===== src/hdl/dusm_pkg.sv =====
// Shared package for the DMX universe store and merge engine.
// Holds sizes, operation and register codes, channel and control types.
// Depends on nothing; other files use it by scoped names, the testbench by import.
package dusm_pkg;

   // Store geometry.
   localparam int SLOT_COUNT = 513;
   localparam int PORT_COUNT = 3;
   localparam int MEM_DEPTH  = PORT_COUNT * SLOT_COUNT;
   localparam int MEM_AW     = $clog2(MEM_DEPTH);
   localparam int SLOT_W     = $clog2(SLOT_COUNT);
   localparam int PIDX_W     = $clog2(PORT_COUNT);

   // Field widths.
   localparam int OP_W     = 3;
   localparam int PORT_W   = 2;
   localparam int INDEX_W  = 10;
   localparam int VALUE_W  = 8;
   localparam int TICK_W   = 32;
   localparam int MODE_W   = 2;
   localparam int MASK_W   = 3;
   localparam int SEL_W    = 6;
   localparam int SRC_W    = 2;

   // Configuration port.
   localparam int PADDR_W  = 5;
   localparam int PDATA_W  = 32;
   localparam int REG_IDX_W = 3;

   // Operation codes.
   localparam logic [OP_W-1:0] OP_WRITE  = 3'd0;
   localparam logic [OP_W-1:0] OP_APPEND = 3'd1;
   localparam logic [OP_W-1:0] OP_MARK   = 3'd2;
   localparam logic [OP_W-1:0] OP_MERGE  = 3'd3;
   localparam logic [OP_W-1:0] OP_READ   = 3'd4;

   // Port roles.
   localparam logic [MODE_W-1:0] MODE_OUTPUT = 2'd0;
   localparam logic [MODE_W-1:0] MODE_INPUT  = 2'd1;
   localparam logic [MODE_W-1:0] MODE_MIRROR = 2'd2;
   localparam logic [MODE_W-1:0] MODE_MERGE  = 2'd3;

   // Register indexes (byte address / 4).
   localparam logic [REG_IDX_W-1:0] REG_PORT0_MODE   = 3'd0;
   localparam logic [REG_IDX_W-1:0] REG_PORT1_MODE   = 3'd1;
   localparam logic [REG_IDX_W-1:0] REG_PORT2_MODE   = 3'd2;
   localparam logic [REG_IDX_W-1:0] REG_LTP_MASK     = 3'd3;
   localparam logic [REG_IDX_W-1:0] REG_SOURCE_A_SEL = 3'd4;
   localparam logic [REG_IDX_W-1:0] REG_SOURCE_B_SEL = 3'd5;

   typedef struct packed {
      logic [OP_W-1:0]    op;
      logic [PORT_W-1:0]  port;
      logic [INDEX_W-1:0] index;
      logic [VALUE_W-1:0] value;
      logic               restart;
      logic [TICK_W-1:0]  tick;
   } req_type;

   typedef struct packed {
      logic [VALUE_W-1:0] read_value;
      logic               status;
   } rsp_type;

   typedef struct packed {
      logic [MODE_W-1:0] port0_mode;
      logic [MODE_W-1:0] port1_mode;
      logic [MODE_W-1:0] port2_mode;
      logic [MASK_W-1:0] ltp_mask;
      logic [SEL_W-1:0]  source_a_sel;
      logic [SEL_W-1:0]  source_b_sel;
   } cfg_type;

   // Commands from the controller to the datapath.
   typedef struct packed {
      logic              clear_step;
      logic              req_load;
      logic              exec;
      logic              slot_clear;
      logic              merge_step;
      logic              rsp_load;
      logic [PIDX_W-1:0] src_a;
      logic [PIDX_W-1:0] src_b;
      logic [PIDX_W-1:0] dst;
      logic [SRC_W-1:0]  stamp_a;
      logic [SRC_W-1:0]  stamp_b;
   } cmd_type;

   // Status from the datapath to the controller.
   typedef struct packed {
      logic            clear_last;
      logic            slot_last;
      logic            a_newer;
      logic [OP_W-1:0] op;
   } sts_type;

   // First store address of a universe.
   function automatic logic [MEM_AW-1:0] slot_base(input logic [PIDX_W-1:0] p);
      return MEM_AW'(p) * MEM_AW'(SLOT_COUNT);
   endfunction

endpackage


===== src/hdl/dusm_ctrl.sv =====
// Controller of the merge engine: clearing pass, request sequencing, merge pass.
// Depends on dusm_pkg; drives the datapath through cmd_type and reads sts_type.
module dusm_ctrl (
   input  logic              clock,
   input  logic              reset,
   input  logic              start,
   output logic              busy,
   input  dusm_pkg::cfg_type cfg,
   input  dusm_pkg::sts_type sts,
   output dusm_pkg::cmd_type cmd
);

   localparam logic [2:0] ST_CLEAR  = 3'd0;
   localparam logic [2:0] ST_IDLE   = 3'd1;
   localparam logic [2:0] ST_EXEC   = 3'd2;
   localparam logic [2:0] ST_RDWAIT = 3'd3;
   localparam logic [2:0] ST_MSETUP = 3'd4;
   localparam logic [2:0] ST_MRUN   = 3'd5;
   localparam logic [2:0] ST_MNEXT  = 3'd6;

   logic [2:0]                     state_ff, state_in;
   logic [dusm_pkg::PIDX_W-1:0]    port_ff, port_in;

   logic [dusm_pkg::PORT_W-1:0]    pp;
   logic [dusm_pkg::MODE_W-1:0]    mode;
   logic [dusm_pkg::SRC_W-1:0]     sa, sb, pick;
   logic [dusm_pkg::SEL_W-1:0]     sa_bits, sb_bits;
   logic [dusm_pkg::MASK_W-1:0]    ltp_bits;
   logic                           sa_ok, sb_ok, active;
   logic [dusm_pkg::SRC_W-1:0]     use_a, use_b;

   // Role and sources of the universe currently visited by the merge pass.
   always_comb begin
      pp       = dusm_pkg::PORT_W'(port_ff);
      sa_bits  = cfg.source_a_sel >> (dusm_pkg::SRC_W * port_ff);
      sb_bits  = cfg.source_b_sel >> (dusm_pkg::SRC_W * port_ff);
      sa       = sa_bits[dusm_pkg::SRC_W-1:0];
      sb       = sb_bits[dusm_pkg::SRC_W-1:0];
      ltp_bits = cfg.ltp_mask >> port_ff;
      if (pp == dusm_pkg::PORT_W'(0)) begin
         mode = cfg.port0_mode;
      end else if (pp == dusm_pkg::PORT_W'(1)) begin
         mode = cfg.port1_mode;
      end else begin
         mode = cfg.port2_mode;
      end
      sa_ok  = sa < dusm_pkg::SRC_W'(dusm_pkg::PORT_COUNT);
      sb_ok  = sb < dusm_pkg::SRC_W'(dusm_pkg::PORT_COUNT);
      pick   = sts.a_newer ? sa : sb;
      active = 1'b0;
      use_a  = sa;
      use_b  = sb;
      case (mode)
         dusm_pkg::MODE_MIRROR: begin
            // A copy is a maximum of the source with itself.
            active = sa_ok && (sa != pp);
            use_b  = sa;
         end
         dusm_pkg::MODE_MERGE: begin
            active = (sa != sb) && sa_ok && sb_ok;
            if (ltp_bits[0]) begin
               use_a = pick;
               use_b = pick;
            end
         end
         default: begin
            active = 1'b0;
         end
      endcase
   end

   always_comb begin
      state_in       = state_ff;
      port_in        = port_ff;
      cmd            = '0;
      cmd.src_a      = use_a[dusm_pkg::PIDX_W-1:0];
      cmd.src_b      = use_b[dusm_pkg::PIDX_W-1:0];
      cmd.dst        = port_ff;
      cmd.stamp_a    = sa;
      cmd.stamp_b    = sb;
      case (state_ff)
         ST_CLEAR: begin
            cmd.clear_step = 1'b1;
            if (sts.clear_last) begin
               state_in = ST_IDLE;
            end
         end
         ST_IDLE: begin
            if (start) begin
               cmd.req_load = 1'b1;
               state_in     = ST_EXEC;
            end
         end
         ST_EXEC: begin
            cmd.exec = 1'b1;
            case (sts.op)
               dusm_pkg::OP_MERGE: begin
                  port_in  = '0;
                  state_in = ST_MSETUP;
               end
               dusm_pkg::OP_READ: begin
                  state_in = ST_RDWAIT;
               end
               default: begin
                  cmd.rsp_load = 1'b1;
                  state_in     = ST_IDLE;
               end
            endcase
         end
         ST_RDWAIT: begin
            cmd.rsp_load = 1'b1;
            state_in     = ST_IDLE;
         end
         ST_MSETUP: begin
            if (active) begin
               cmd.slot_clear = 1'b1;
               state_in       = ST_MRUN;
            end else begin
               state_in = ST_MNEXT;
            end
         end
         ST_MRUN: begin
            cmd.merge_step = 1'b1;
            if (sts.slot_last) begin
               state_in = ST_MNEXT;
            end
         end
         ST_MNEXT: begin
            if (port_ff == dusm_pkg::PIDX_W'(dusm_pkg::PORT_COUNT - 1)) begin
               cmd.rsp_load = 1'b1;
               state_in     = ST_IDLE;
            end else begin
               port_in  = port_ff + dusm_pkg::PIDX_W'(1);
               state_in = ST_MSETUP;
            end
         end
         default: begin
            state_in = ST_IDLE;
         end
      endcase
   end

   always_ff @(posedge clock) begin
      if (reset) begin
         state_ff <= ST_CLEAR;
         port_ff  <= '0;
      end else begin
         state_ff <= state_in;
         port_ff  <= port_in;
      end
   end

   assign busy = (state_ff != ST_IDLE);

endmodule


===== config.mk =====
export PLATFORM = sky130hd
export DESIGN_NAME = dusm_ctrl
export DESIGN_NICKNAME = d
export VERILOG_FILES = /design/src/hdl/dusm_pkg.sv /design/src/hdl/dusm_ctrl.sv
export SDC_FILE = /design/constraint.sdc
export NUM_CORES = 1
export LEC_CHECK = 0
export BUFFER_PORTS_ARGS = -buffer_cell sky130_fd_sc_hd__buf_2
export CORE_MARGIN = 5
export CORE_UTILIZATION = 30
export CTS_CLUSTER_DIAMETER = 60
export DETAILED_ROUTE_END_ITERATION = 8
export GPL_ROUTABILITY_DRIVEN = 0
export PLACE_DENSITY = 0.61
export SETUP_SLACK_MARGIN = 0.4
export SLEW_MARGIN = 20
export SYNTH_ARGS = -nofsm -noshare
export SYNTH_HDL_FRONTEND = slang
export SYNTH_SLANG_ARGS = --single-unit
export TNS_END_PERCENT = 10

===== constraint.sdc =====
create_clock -name clock -period 2.9 [get_ports clock]
set_input_delay 0.58 -clock clock [delete_from_list [all_inputs] [get_ports clock]]
set_output_delay 0.58 -clock clock [all_outputs]
set_load 0.01 [all_outputs]

Yosys cells after proc, flatten, opt, wreduce, memory -nomap -nowiden
Index checks and enable logic that the tools add are counted.
{"block": "word_totals", "in_bits": 30, "ff_bits": 5, "elab_cells": 65, "out_inout_bits": 17}
{"block": "op_classes", "add_sub_neg": 1, "shifts": 3, "reduce_logical": 9, "mux": 28, "magnitude_cmp": 2, "eq_ne": 20}
{"operator": "$mux W2", "count": 9}
{"operator": "$pmux W3 S6", "count": 1}
{"operator": "$eq A3 B3 Y1 const B", "count": 4}
{"operator": "$mux W3", "count": 4}
{"operator": "$shr A6 B3 Y2", "count": 2}
{"operator": "$eq A3 B2 Y1 const B", "count": 3}
{"operator": "$mux W1", "count": 9}
{"operator": "$ne A2 B2 Y1 const B", "count": 4}
{"operator": "$pmux W2 S2", "count": 2}
{"operator": "$eq A2 B2 Y1 const B", "count": 3}
{"operator": "$pmux W3 S2", "count": 1}
{"operator": "$reduce_and A3 Y1", "count": 2}
{"operator": "$lt A2 B2 Y1 const B", "count": 2}
{"operator": "$ne A2 B2 Y1", "count": 2}
{"operator": "$eq A3 B1 Y1 const B", "count": 1}
{"operator": "$logic_and A1 B1 Y1", "count": 3}
{"operator": "$logic_not A3 Y1", "count": 1}
{"operator": "$ne A3 B1 Y1 const B", "count": 1}
{"operator": "$pmux W1 S3", "count": 1}
{"operator": "$shr A3 B2 Y1", "count": 1}
{"operator": "$add A2 B1 Y2 const B", "count": 1}
{"operator": "$eq A2 B1 Y1 const B", "count": 1}
{"operator": "$logic_not A2 Y1", "count": 1}
{"operator": "$ne A2 B1 Y1 const B", "count": 1}
{"operator": "other kinds (3)", "count": 3}

Longest topological paths before layout
Gate-level depths: netlist of the first run.
{"block": "logic_depth", "ltp_word": 7, "ltp_mapped": 8, "depth_no_buf": 7}

Worst setup path before layout of the first run
Ideal clock, no wire load.
{"block": "synth_path", "path_kind": "register -> output", "start": "register port_ff[1] (netlist name)", "end": "output port cmd[8] (netlist name)", "required_ns": 2.320, "arrival_ns": 1.983, "path_slack_ns": 0.337, "path_stages_with_launch": 9, "path_cell_list": "dfxtp_1 buf_6 inv_1 ha_1 mux2_2 mux2i_2 and2b_1 and3b_1 mux2i_1"}
{"item": "from (decl)", "line": "dusm_ctrl.sv:22", "source": "logic [dusm_pkg::PIDX_W-1:0] port_ff, port_in;"}
{"item": "from (signal assigned)", "line": "dusm_ctrl.sv:149", "source": "port_ff <= port_in;"}
{"item": "to (decl)", "line": "dusm_ctrl.sv:10", "source": "output dusm_pkg::cmd_type cmd"}

==> flow_summary.ini, run 1 <==
[die]
rows = 18
ioPinCount = 47
die-height_um = 61.2
start_util = 0.315
fp.coreArea_sq_um = 2500
die-area_sq_um = 3750
dieWidth_um = 61.2

[pwr]
powerDensity_nw_per_um2 = 216
max-vdd-ir-drop_mv = 0.145
finalPower_mw = 0.260
p_leak_nw = 0.538

[run_status]
outcome = completed

[synth]
async_reset_ff_frac = 0
yosys_warnings = 0
synth_top_cell_area_share = 0.127
yosys.cell_types.count = 40
mappedNetlistArea_sq_um = 787
synthTopCellsByArea = dfxtp_1 (13%), mux2i_1 (13%), a211oi_2 (4.8%)
yosys_register_bits = 5
synth_top_area_cell = dfxtp_1
synth-main-ff-cell = dfxtp_1
syn_inst = 98
avgSynthCellArea_sq_um = 8.03
synth_edf_count = 0
netlist_top_cells_count = mux2i_1 (10), nand2_1 (10), nor2_1 (7), a21oi_1 (6), inv_1 (6)
synth_nets = 131
yosysSeqAreaShare = 0.127

[timing]
worst_pin_slew_ns = 0.337
slew_headroom = 0.775
min_period_over_period = 0.891
skew_ns = 0.00308
max_freq_mhz = 387
period_needed_ns = 2.58
hold_viol_final = 0
fin_setup_tns_ns = 0
rsz0062_at_grt = yes
slew_viol_final = 0
whs_ns = 0.531
final-setup-viol-count = 0
fin_ws_ns = 0.317

[detailed_routing]
first_iter_violations = 20
antenna_left = 0
vias_per_cell = 4.98
drt_pass1_iterations = 3
vias = 917
drc = 0
wirelength_mm = 2.34
wl_per_cell_um = 12.7

[final_layout]
nets = 188
diodes = 0
stdcell_area_sq_um = 1200
area_growth_pct = 52.8
drive_gt1_frac = 0.545
nFillCells = 254
fin_util = 0.481
final_cells = 184

[critical_path]
reg2reg_slack_ns = 1.12
crit_fanout = 2
required_ns = 2.32
cp-end-kind = primary output
reg2reg_to = state_ff[0]
path_buf_inv = 2
max_stage_delay_ns = 0.35
cp-start-kind = flop
reg2regPathDepth = 7
path_depth = 8
startpoint = port_ff[1]
crit_chain = inv_4 > ha_4 > mux2_4 > mux2i_4 > and2b_1 > and3b_2 > mux2i_2 > buf_2
crit_arrival_ns = 2.00
worstReg2RegStart = port_ff[1]
crit_family = multiplexers
critical_path_class = flop to primary output
crit_slowest_cell = dfxtp_2
endpoint = cmd[8]

[global_routing]
grt_pass1_vias = 899
met3_usage = 0.0231
grt_pass1_wl_mm = 3.62
grt_overflow_total = 0
grt_max_degree = 14
grt_use_total = 0.126
grtUsageMet2 = 0.230
antenna_found_initial = 0
busiest_layer = met2
grtUsageMet1 = 0.146

[place]
placed_cells = 172
place_ws_ns = 0.372
dpl.hpwl_mm = 1.84
port_buffers = 46
dpl-instance-area_sq_um = 1040

[hold_path]
holdCritPathClass = flop to flop

[cts]
cts_sinks = 5
cts_buffers = 3
cts_buffer_depth = 2
clk-insertion-delay-late_ns = 0.24
h-tree-depth = 1
tritoncts = done
holdBufCountCts = 0
clk_pin_slew_ns = 0.04
cts-root-buf = clkbuf_4

[flow_run]
max_cap_viol_count = 0
-- area by class of cell --
cell class | instances | area (sq um) | share of cell area
Clock buffer | 4 | 26.3 | 0.0219
Inverter | 9 | 36.3 | 0.0302
Multi-Input combinational cell | 80 | 691 | 0.574
Sequential cell | 5 | 103 | 0.0853
Tap cell | 30 | 37.5 | 0.0312
Timing Repair Buffer | 56 | 309 | 0.257
-- logic make-up after synthesis --
group,synth area share
compound gates,0.321
fa+ha+maj,0.0477
buf+inv,0.0954
flops,0.127
mux,0.159
simple gates,0.250
-- routing by layer --
metal	vias up	part of all wire
li1	473	-
met1	416	0.42
met2	26	0.51
met3	2	0.068
met4	0	0.0090
met5	-	0
-- where the power goes --
| group | internal [mW] | switching [mW] |
|---|---|---|
| Sequential | 0.0707 | 0.00388 |
| Clock | 0.0521 | 0.0295 |
| Combinational | 0.0526 | 0.0516 |
| Total | 0.175 | 0.0849 |
-- state kept, by name (all words and copies together) (netlist names) --
| name | count |
|---|---|
| port_ff | 2 |
| state_ff | 3 |
-- cells in the final DEF (no fill, tap or decap), types with 2 or more instances in the layout --
cell type  netlist  layout
a31oi_1          2       2
dfxtp_2          0       2
a211oi_4         0       2
inv_1            6       5
mux2i_4          0       2
nor3_1           3       3
ha_4             0       2
nor2_1           7       7
nand2_1         10      10
buf_2            0      46
o211ai_1         2       2
inv_2            3       3
mux2i_1         10       7
o21ai_0          4       3
clkbuf_4         0       3
nor2b_1          4       4
nand3b_1         2       2
dfxtp_1          5       3
mux2i_2          1       2
a2bb2oi_2        2       2
buf_4            1       9
a21oi_1          6       6
-- how the worst min path moves through the flow --
stage | startpoint | to | slack (ns) | cells past startpoint
2_1_floorplan | port_ff[1] | port_ff[1] | 0.61 | 3
3_3_place_gp | port_ff[0] | port_ff[0] | 0.54 | 2
3_5_place_dp | port_ff[0] | port_ff[0] | 0.53 | 2
4_1_cts | port_ff[0] | port_ff[0] | 0.54 | 2
5_1_grt | port_ff[0] | port_ff[0] | 0.55 | 2
6_report | port_ff[0] | port_ff[0] | 0.53 | 2
-- worst min-delay path: cells and delay by family (launching register included) --
family / cells / cell delay, ns
AOI/OAI and AO/OA: 1 / 0.07
and+or+nand+nor: 1 / 0.07
DFF: 1 / 0.36
-- timing repair --
| action | in CTS | in global routing |
|---|---|---|
| resized for setup | 14 | 4 |
| pin swaps | 0 | 1 |
| buffers inserted | 3 | 5 |
| setup endpoints to repair | 4 | 5 |
No activity file was read; power rests on OpenSTA's default activity.
==> run 2, diff against run 1 <==
--- a/config.mk
+++ b/config.mk
@@ -5,13 +5,13 @@
 export SDC_FILE = /design/constraint.sdc
 export NUM_CORES = 1
 export LEC_CHECK = 0
-export BUFFER_PORTS_ARGS = -buffer_cell sky130_fd_sc_hd__buf_2
 export CORE_MARGIN = 5
 export CORE_UTILIZATION = 30
 export CTS_CLUSTER_DIAMETER = 60
 export DETAILED_ROUTE_END_ITERATION = 8
+export DONT_BUFFER_PORTS = 1
 export GPL_ROUTABILITY_DRIVEN = 0
-export PLACE_DENSITY = 0.61
+export PLACE_DENSITY = 0.46
 export SETUP_SLACK_MARGIN = 0.4
 export SLEW_MARGIN = 20
 export SYNTH_ARGS = -nofsm -noshare
==> run 2 against run 1 <==
Compared with the run above:
- critical path depth fell by 1
- cell count decreased by 22%
- hold slack lost 0.14 ns
- largest cell class unchanged
- final area shrank 13%
- clock skew hardly changed
- count of clock-buffer cells in the layout stayed put
- setup slack lost 0.021 ns
==> flow_summary.ini, run 2 (synthesis results as in run 1) <==
[detailed_routing]
wirelength_mm = 2.48
wl_per_cell_um = 17.2
vias_per_cell = 5.38
drc = 0
first_iter_violations = 22
vias = 775
antenna_left = 0
drt_pass1_iterations = 4

[final_layout]
area_growth_pct = 32.4
largest_reg_flops = 3
largestRegisters = state_ff: 3 flops, port_ff: 2 flops
diodes = 0
largest-register = state_ff
layout_commonest_cell = buf_4
drive_gt1_frac = 0.412
layout_common_cells = buf_4 (14), nand2_1 (10), nor2_1 (7)
nets = 148
stdcell_area_sq_um = 1040

[die]
start_util = 0.315
dieWidth_um = 61.2
die-area_sq_um = 3750
rows = 18
ioPinCount = 47
die-height_um = 61.2
fp.coreArea_sq_um = 2500

[flow_run]
max_cap_viol_count = 0

[critical_path]
cp-start-kind = flop
crit_arrival_ns = 2.02
required_ns = 2.32
cp-end-kind = primary output
critical_path_class = flop to primary output
crit_fanout = 7

[timing]
final-setup-viol-count = 0
rsz0062_at_grt = yes
slew_headroom = 0.607
worst_pin_slew_ns = 0.588
hold_viol_final = 0
fin_setup_tns_ns = 0
min_period_over_period = 0.898
skew_ns = 0.00331
slew_viol_final = 0
period_needed_ns = 2.60
max_freq_mhz = 384

[cts]
clk-insertion-delay-late_ns = 0.24
h-tree-depth = 1
tritoncts = done
cts_buffers = 3
cts_sinks = 5
cts_buffer_depth = 2
cts-root-buf = clkbuf_4
clk_pin_slew_ns = 0.05

[global_routing]
grtUsageMet2 = 0.219
grt_overflow_total = 0
antenna_found_initial = 0
grtUsageMet1 = 0.172
grt_max_degree = 11
met3_usage = 0.0503
busiest_layer = met2
grt_use_total = 0.138
grt_pass1_vias = 819
grt_pass1_wl_mm = 3.84

[pwr]
max-vdd-ir-drop_mv = 0.0909
p_leak_nw = 0.384
powerDensity_nw_per_um2 = 231
finalPower_mw = 0.241

[place]
port_buffers = 0
dpl.hpwl_mm = 1.82
dpl-instance-area_sq_um = 800

[run_status]
outcome = completed

[hold_path]
holdCritPathClass = primary input to flop
## run 2: cell types whose count changed in the layout (fill, tap and decap cells not counted), sizes merged
cell / change
buf: -40
## run 2: routing by layer
layer | vias to the layer above | wire length, um
met1 | 352 | 976
met2 | 31 | 1220
met3 | 4 | 254
met5 | - | 0
li1 | 388 | -
met4 | 0 | 26
## run 2: worst max-delay path: stages (launching register included)
cell and delay (ns):
dfxtp_4 0.41, inv_4 0.05, ha_4 0.16, mux2_4 0.30, mux2i_4 0.15, and2b_2 0.25, and3b_2 0.25, mux2i_4 0.21
## run 2: worst paths after layout
check / from / endpoint / slack, ns / cells past startpoint
worst max-delay path: port_ff[1] / cmd[9] / 0.30 / 7
worst min-delay path: reset / port_ff[1] / 0.39 / 1
worst max register to register: port_ff[1] / state_ff[0] / 0.92 / 8
worst min register to register: port_ff[0] / port_ff[0] / 0.56 / 2
## run 2: layout make-up
cell class / instances / area [sq um]
Timing Repair Buffer: 16 / 115
Fill cell: 250 / 1460
Tap cell: 30 / 37.5
Inverter: 9 / 36.3
Clock buffer: 4 / 26.3
Multi-Input combinational cell: 80 / 722
Sequential cell: 5 / 105
## run 2: what timing repair did
| action | CTS | global route |
|---|---|---|
| setup endpoints to repair | 5 | 5 |
| resized for setup | 20 | 5 |
| hold buffers | 0 | 0 |
| setup buffers | 8 | 7 |
| pin swaps | 3 | 5 |
## run 2: through the flow
stage | setup slack, ns | utilization | hold slack [ns] | cells
finish | 0.296 | 0.417 | 0.395 | 144
CTS | 0.264 | 0.386 | 0.392 | 137
floorplan | 0.408 | - | 0.615 | 98
global route | 0.228 | 0.417 | 0.398 | 144
global placement | 0.307 | 0.320 | 0.554 | 125
detailed placement | 0.200 | 0.320 | 0.550 | 125
## run 2: power by group
part | switching [mW] | leakage [nW] | internal [mW]
clock | 0.0297 | 0.0150 | 0.0521
sequential | 0.00377 | 0.0419 | 0.0697
combinational | 0.0454 | 0.327 | 0.0400
total | 0.0789 | 0.384 | 0.162
